## src/rtl/core/txc_pkg.sv

```systemverilog
`timescale 1ns / 1ps
`default_nettype none

package txc_pkg;

	// One stored cell: attribute in the high byte, character in the low byte.
	typedef struct packed {
		logic [7:0] attr;
		logic [7:0] chr;
	} cell_t;

	// One response as it waits in the output queue.
	typedef struct packed {
		logic [7:0] cell_char;
		logic [7:0] cell_attribute;
		logic [4:0] cursor_row;
		logic [6:0] cursor_column;
	} rsp_t;

	localparam logic       KIND_PUT     = 1'b0;
	localparam logic       KIND_READ    = 1'b1;
	localparam logic [7:0] NEWLINE_CODE = 8'h0A;
	localparam logic [7:0] BLANK_CODE   = 8'h20;
	localparam logic [7:0] NUL_CODE     = 8'h00;
	localparam logic [7:0] ATTR_RESET   = 8'h0F;

endpackage

`default_nettype wire

```

## src/rtl/core/txc_ifs.sv

```systemverilog
`timescale 1ns / 1ps
`default_nettype none


interface txc_rsp_if;
	logic       valid;
	logic       ready;
	logic [7:0] cell_char;
	logic [7:0] cell_attribute;
	logic [4:0] cursor_row;
	logic [6:0] cursor_column;

	modport source (output valid, cell_char, cell_attribute, cursor_row, cursor_column,
		input ready);
	modport sink (input valid, cell_char, cell_attribute, cursor_row, cursor_column,
		output ready);
endinterface


`default_nettype wire

```

## src/rtl/core/txc_rspq.sv

```systemverilog
`timescale 1ns / 1ps
`default_nettype none

// Two-entry response queue; lets a request in while a response still waits.
module txc_rspq (
	input  wire             clk,
	input  wire             arst_n,
	input  wire             push,
	input  txc_pkg::rsp_t   push_data,
	output logic            space,
	txc_rsp_if.source       rsp
);

	localparam logic [1:0] FULL = 2'd2;

	txc_pkg::rsp_t head_q;
	txc_pkg::rsp_t tail_q;
	logic [1:0]    cnt_q;
	logic          pop;

	assign pop   = rsp.valid && rsp.ready;
	assign space = (cnt_q != FULL);

	assign rsp.valid          = (cnt_q != 2'd0);
	assign rsp.cell_char      = head_q.cell_char;
	assign rsp.cell_attribute = head_q.cell_attribute;
	assign rsp.cursor_row     = head_q.cursor_row;
	assign rsp.cursor_column  = head_q.cursor_column;

	always_ff @(posedge clk or negedge arst_n) begin
		if (!arst_n) begin
			cnt_q <= 2'd0;
		end else begin
			cnt_q <= cnt_q + {1'b0, push} - {1'b0, pop};
		end
	end

	always_ff @(posedge clk) begin
		if (pop) begin
			if (cnt_q == FULL) begin
				head_q <= tail_q;
			end else if (push) begin
				head_q <= push_data;
			end
		end else if (push && cnt_q == 2'd0) begin
			head_q <= push_data;
		end
		if (push && ((cnt_q == 2'd1 && !pop) || (cnt_q == FULL && pop))) begin
			tail_q <= push_data;
		end
	end

endmodule

`default_nettype wire

```

## src/flat_wrapper.sv

```systemverilog
// flat-port wrapper written by rule: the top's interface ports become plain ports
module txc_rspq_flat 
  (clk, arst_n, push, push_data, space, rsp_valid, rsp_cell_char, rsp_cell_attribute, rsp_cursor_row, rsp_cursor_column, rsp_ready);
  txc_rsp_if rsp_i ();
  input  wire clk;
  input  wire arst_n;
  input  wire push;
  input  txc_pkg::rsp_t push_data;
  output logic space;
  output wire logic [$bits(rsp_i.valid)-1:0] rsp_valid;
  output wire logic [$bits(rsp_i.cell_char)-1:0] rsp_cell_char;
  output wire logic [$bits(rsp_i.cell_attribute)-1:0] rsp_cell_attribute;
  output wire logic [$bits(rsp_i.cursor_row)-1:0] rsp_cursor_row;
  output wire logic [$bits(rsp_i.cursor_column)-1:0] rsp_cursor_column;
  input wire logic [$bits(rsp_i.ready)-1:0] rsp_ready;
  assign rsp_valid = rsp_i.valid;
  assign rsp_cell_char = rsp_i.cell_char;
  assign rsp_cell_attribute = rsp_i.cell_attribute;
  assign rsp_cursor_row = rsp_i.cursor_row;
  assign rsp_cursor_column = rsp_i.cursor_column;
  assign rsp_i.ready = rsp_ready;
  txc_rspq u_core (.clk(clk), .arst_n(arst_n), .push(push), .push_data(push_data), .space(space), .rsp(rsp_i));
endmodule
```

## config.mk

```make
export PLATFORM = sky130hd
export DESIGN_NAME = txc_rspq_flat
export DESIGN_NICKNAME = d
export VERILOG_FILES = /design/src/rtl/core/txc_pkg.sv /design/src/rtl/core/txc_ifs.sv /design/src/rtl/core/txc_rspq.sv /design/src/flat_wrapper.sv
export SDC_FILE = /design/constraint.sdc
export NUM_CORES = 1
export LEC_CHECK = 0
export ABC_AREA = 1
export BUFFER_PORTS_ARGS = -buffer_cell sky130_fd_sc_hd__clkbuf_2
export CAP_MARGIN = 25
export CELL_PAD_IN_SITES_DETAIL_PLACEMENT = 1
export CELL_PAD_IN_SITES_GLOBAL_PLACEMENT = 2
export CORE_MARGIN = 4
export CORE_UTILIZATION = 34
export CTS_BUF_LIST = sky130_fd_sc_hd__clkbuf_4 sky130_fd_sc_hd__clkbuf_8 sky130_fd_sc_hd__clkbuf_16
export CTS_CLUSTER_DIAMETER = 150
export CTS_CLUSTER_SIZE = 24
export DETAILED_ROUTE_END_ITERATION = 7
export GPL_TIMING_DRIVEN = 0
export PLACE_DENSITY_LB_ADDON = 0.1
export REMOVE_ABC_BUFFERS = 1
export SETUP_SLACK_MARGIN = 0.5
export SYNTH_ARGS = -nofsm -noshare
export SYNTH_HDL_FRONTEND = slang
export SYNTH_SLANG_ARGS = --single-unit
```

## constraint.sdc

```tcl
create_clock -name clk -period 2.4 [get_ports clk]
set_input_delay 0.48 -clock clk [delete_from_list [all_inputs] [get_ports clk]]
set_output_delay 0.48 -clock clk [all_outputs]
set_load 0.01 [all_outputs]
```

Word-level counts from Yosys, hierarchy flattened --
Cells that the tools add are included.
Storage, ports and cells: register bits after elaboration 58, input port bits 32, output and inout bits 30, logic and storage cells 30
Cells by class: add/sub/neg operators 2, eq/ne operators 4, mux-type cells 4, reductions and logical operators 11
Operator list (number):
- 28-bit two-way mux | 4
- 1-bit logical AND | 5
- 2-bit nonzero test | 2
- 3-bit inequality test, second input constant | 1
- 2-bit by 1-bit adder with 2-bit output | 1
- 2-bit by 1-bit equality test with 1-bit output, second input constant | 1
- 2-bit equality test, second input constant | 1
- 2-bit zero test | 1
- 2-bit inequality test, second input constant | 1
- 2-bit AND reduction | 1
- 2-bit by 1-bit subtractor with 2-bit output | 1
- 1-bit zero test | 1
- 1-bit logical OR | 1

Longest topological paths before layout --
depth in word-level cells 6, depth in mapped cells 7, gate-level depth less buffers 6

Worst setup path after synthesis --
Ideal clock, no wire load.
path kind in2reg, start input port rsp_ready, end register u_core.tail_q[0] in the netlist's numbering, enable pin, library setup time 0.391 ns, arrival time 1.546 ns, data required time 2.009 ns, path slack 0.463 ns, stages on the path 5, buffers on the path 1, cell sequence nand3_2 -> buf_6 -> nand2_4 -> inv_2 -> nor2_2
Between the ends: word-level cells in the longest chain between the ends 5, elaborated cells on any way between the ends 6, those cells by class reduce/logical: 6
Ends and longest elaborated chain:
- start, declared | line flat_wrapper.sv:15 | input wire logic [$bits(rsp_i.ready)-1:0] rsp_ready;
- 1-bit logical AND * | line txc_rspq.sv:21 | assign pop = rsp.valid && rsp.ready;
- 1-bit zero test | line txc_rspq.sv:48 | if (push && ((cnt_q == 2'd1 && !pop) || (cnt_q == FULL && pop))) begin
- 1-bit logical AND | line txc_rspq.sv:48
- 1-bit logical OR * | line txc_rspq.sv:48
- 1-bit logical AND * | line txc_rspq.sv:48
- end signal, assigned | line txc_rspq.sv:49 | tail_q <= push_data;
- end, declared | line txc_rspq.sv:17 | txc_pkg::rsp_t tail_q;
Mark *: on every way between the ends. The rest lies on a longest branch, timed or not. A chain may end at the register's enable or synchronous reset.

Final worst setup path --
start input port rsp_ready, end register u_core.tail_q[7] in the netlist's numbering, enable pin
The elaborated chain is that of the path after synthesis.

==> results.ini <==
[outcome]
status=completed

[clocking]
cts_max_level=3
cts_tree=yes
path_clk_slew_ns=0.07
cts_sinks=58
numCtsBuffers=9
clk_latency_ns=0.33
cts_root_buf=clkbuf_8
clock_path_buffers=2

[pwr]
p_sw_mw=0.9581
combPwrFrac_pct=25.6
power_mw=3.110
power.density_mw_per_mm2=1060
peakVddDrop_uv=456.3
seqPwrFrac_pct=46.8
power.leakage_nw=1.255
swShare_pct=30.81
internal_power_mw=2.152
p_clk_share_pct=27.6

[sta]
period_needed_ns=1.833
finalWorstSetupSlack_ns=0.5672
worst_pin_slew_ns=0.8604
rsz0062_at_grt=false
finalCritPeriodShare_pct=76.37
setup-violations-final=0
skew_ns=0.006122
slew_headroom_pct=42.58
drv_slew=0
finalHoldViolations=0
max_freq_ghz=0.5456

[placement]
portBuffers=61
gp_congestion=0.7121
dp.cells=300
hpwl_um=3385
postPlaceCellArea_mm2=0.002640
preCtsSetupSlack_ns=-0.8311

[logic_synthesis]
syn_inst=170
synth_cell_type_count=17
syn_area_mm2=0.002281
synth_warnings=0
synth_area_leaders=edfxtp_1, nand2_1, nand3_1
yosysTopAreaCell=edfxtp_1
synth_area_per_cell_um2=13.42
synthDominantCellAreaShare_pct=73.72
ys_seq_area_share_pct=75.92
synth_seq_cells=58

[final_layout]
final_common_cell=nand2_1
nFillCells=674
syn_to_final_growth_pct=28.69
postLayoutCoreUtil_pct=45.70
final_area_mm2=0.002935
layout_common_cells=nand2_1, clkbuf_2, edfxtp_1
num_antenna_cells=0
nets=275
drive_gt1_share_pct=37.40
stdcell_count=323

[drt]
via_per_inst=4.783
postRouteWirelength_um=5766
drt_pass1_iterations=6
ant_nets=0
drt_iter0_markers=69
vias=1545
routedWlPerCell_um=17.85
drc=0

[setup_path]
crit_path_start_kind=primary input
slowest_stage=buf_4
crit_start=rsp_ready
r2r_start=u_core.cnt_q[0]$_DFF_PN0_
crit_fanout=30
critPathKind=primary input to register
timing.rr.end=u_core.tail_q[11]$_DFFE_PP_
cpPeakStageDelay_ns=0.32
required_ns=2.43
reg2reg_depth=6
worstPathArrival_ns=1.87
worst_setup_path_end_kind=register
crit_chain=buf_4 -> inv_1 -> o21ai_0 -> nand2_1 -> nor2_4 -> buf_12
r2r_setup_slack_ns=0.65

[die]
fp.coreArea_mm2=0.006422
core.rowCount=29
die_w_um=89.91
io-pin-count=62
start_util_pct=35.52
die_y_um=89.91
dieArea_mm2=0.008083

[global_route]
grt_pass1_wl_um=9052
overflow=0
grt_max_degree=31
first_global_vias=1703
track_usage_pct=14.89
antenna_found_initial=0

[worst_hold_path]
holdPathEnd=u_core.tail_q[2]$_DFFE_PP_
holdPathStages=1
hp-class=primary input to register
hold_start=push_data[2]

[job]
maxCapViolations=0

[power groups by stage]
stage	logic, mW	registers [mW]	clock network, mW
after global routing	0.872	1.47	0.945
final	0.795	1.46	0.860
after CTS	0.812	1.46	0.888
after detailed placement	0.690	1.47	0
after global placement	0.615	1.47	0
after floorplan	0.287	1.53	0
[what timing repair did]
item / 4_1_cts / 5_1_grt
buffers inserted: 5 / 0
hold endpoints to repair: 2 / 0
hold buffers: 1 / 0
gates resized for setup: 3 / 1
pin swaps: 3 / 0
gates cloned: 2 / 0
endpoints found under the setup margin: 87 / 28
[cell usage after synthesis, drive strengths merged]
library cell and count:
buf 8, nor2 3, o21ai 1, ha 1, dfrtp 2, clkbuf 1
nand3 29, nand3b 1, edfxtp 56, nand2 62, a21oi 1, inv 5
[sequential cells by signal, summed over array words and instances (netlist names)]
| register | flops |
|---|---|
| u_core.cnt_q | 2 |
| u_core.rsp.cell_attribute | 8 |
| u_core.rsp.cell_char | 8 |
| u_core.rsp.cursor_column | 7 |
| u_core.rsp.cursor_row | 5 |
| u_core.tail_q | 28 |
[logic make-up after synthesis]
logic type / count (synthesis) / synth area share, %
simple gates: 95 / 18.49
flops: 58 / 75.92
buf+inv: 14 / 4.443
compound gates: 2 / 0.6033
fa+ha+maj: 1 / 0.5485
[final cells by class]
type | count | area (µm²) | share of cell area (%)
sequential | 58 | 1732 | 58.99
multi-input combinational | 100 | 485.5 | 16.54
timing repair buffer | 68 | 420.4 | 14.32
clock buffer | 11 | 138.9 | 4.731
tap | 77 | 96.34 | 3.282
clock inverter | 4 | 43.79 | 1.492
inverter | 5 | 18.77 | 0.6394
[critical path: cells and delay by family]
family	cells	cell delay, ns
AO/OA/AOI/OAI	1	0.29
buffers and inverters	3	0.65
AND/OR/NAND/NOR	2	0.42
[metrics by stage]
step	setup TNS [ns]	hold slack, ns
2_1_floorplan	0	0.1844
3_3_place_gp	-52.94	0.2657
3_5_place_dp	-23.46	0.2689
4_1_cts	0	0.3243
5_1_grt	0	0.3186
6_report	0	0.3370
[layer usage]
metal	track usage, %	up-vias	part of all wire [%]
met1	17.54	749	43
met2	25.31	47	50
met5	0	-	0
met4	7.653	0	2.0
met3	3.589	10	4.4
li1	-	739	-
[how the worst max path moves through the flow]
| stage | endpoint | slack, ns |
|---|---|---|
| after floorplan | u_core.tail_q[0]$_DFFE_PP_ | 0.22 |
| after global placement | u_core.tail_q[20]$_DFFE_PP_ | -1.29 |
| after detailed placement | u_core.tail_q[16]$_DFFE_PP_ | -0.83 |
| after CTS | u_core.tail_q[15]$_DFFE_PP_ | 0.56 |
| after global routing | u_core.tail_q[7]$_DFFE_PP_ | 0.51 |
| final | u_core.tail_q[7]$_DFFE_PP_ | 0.57 |
No activity file was read; power rests on OpenSTA's default activity.
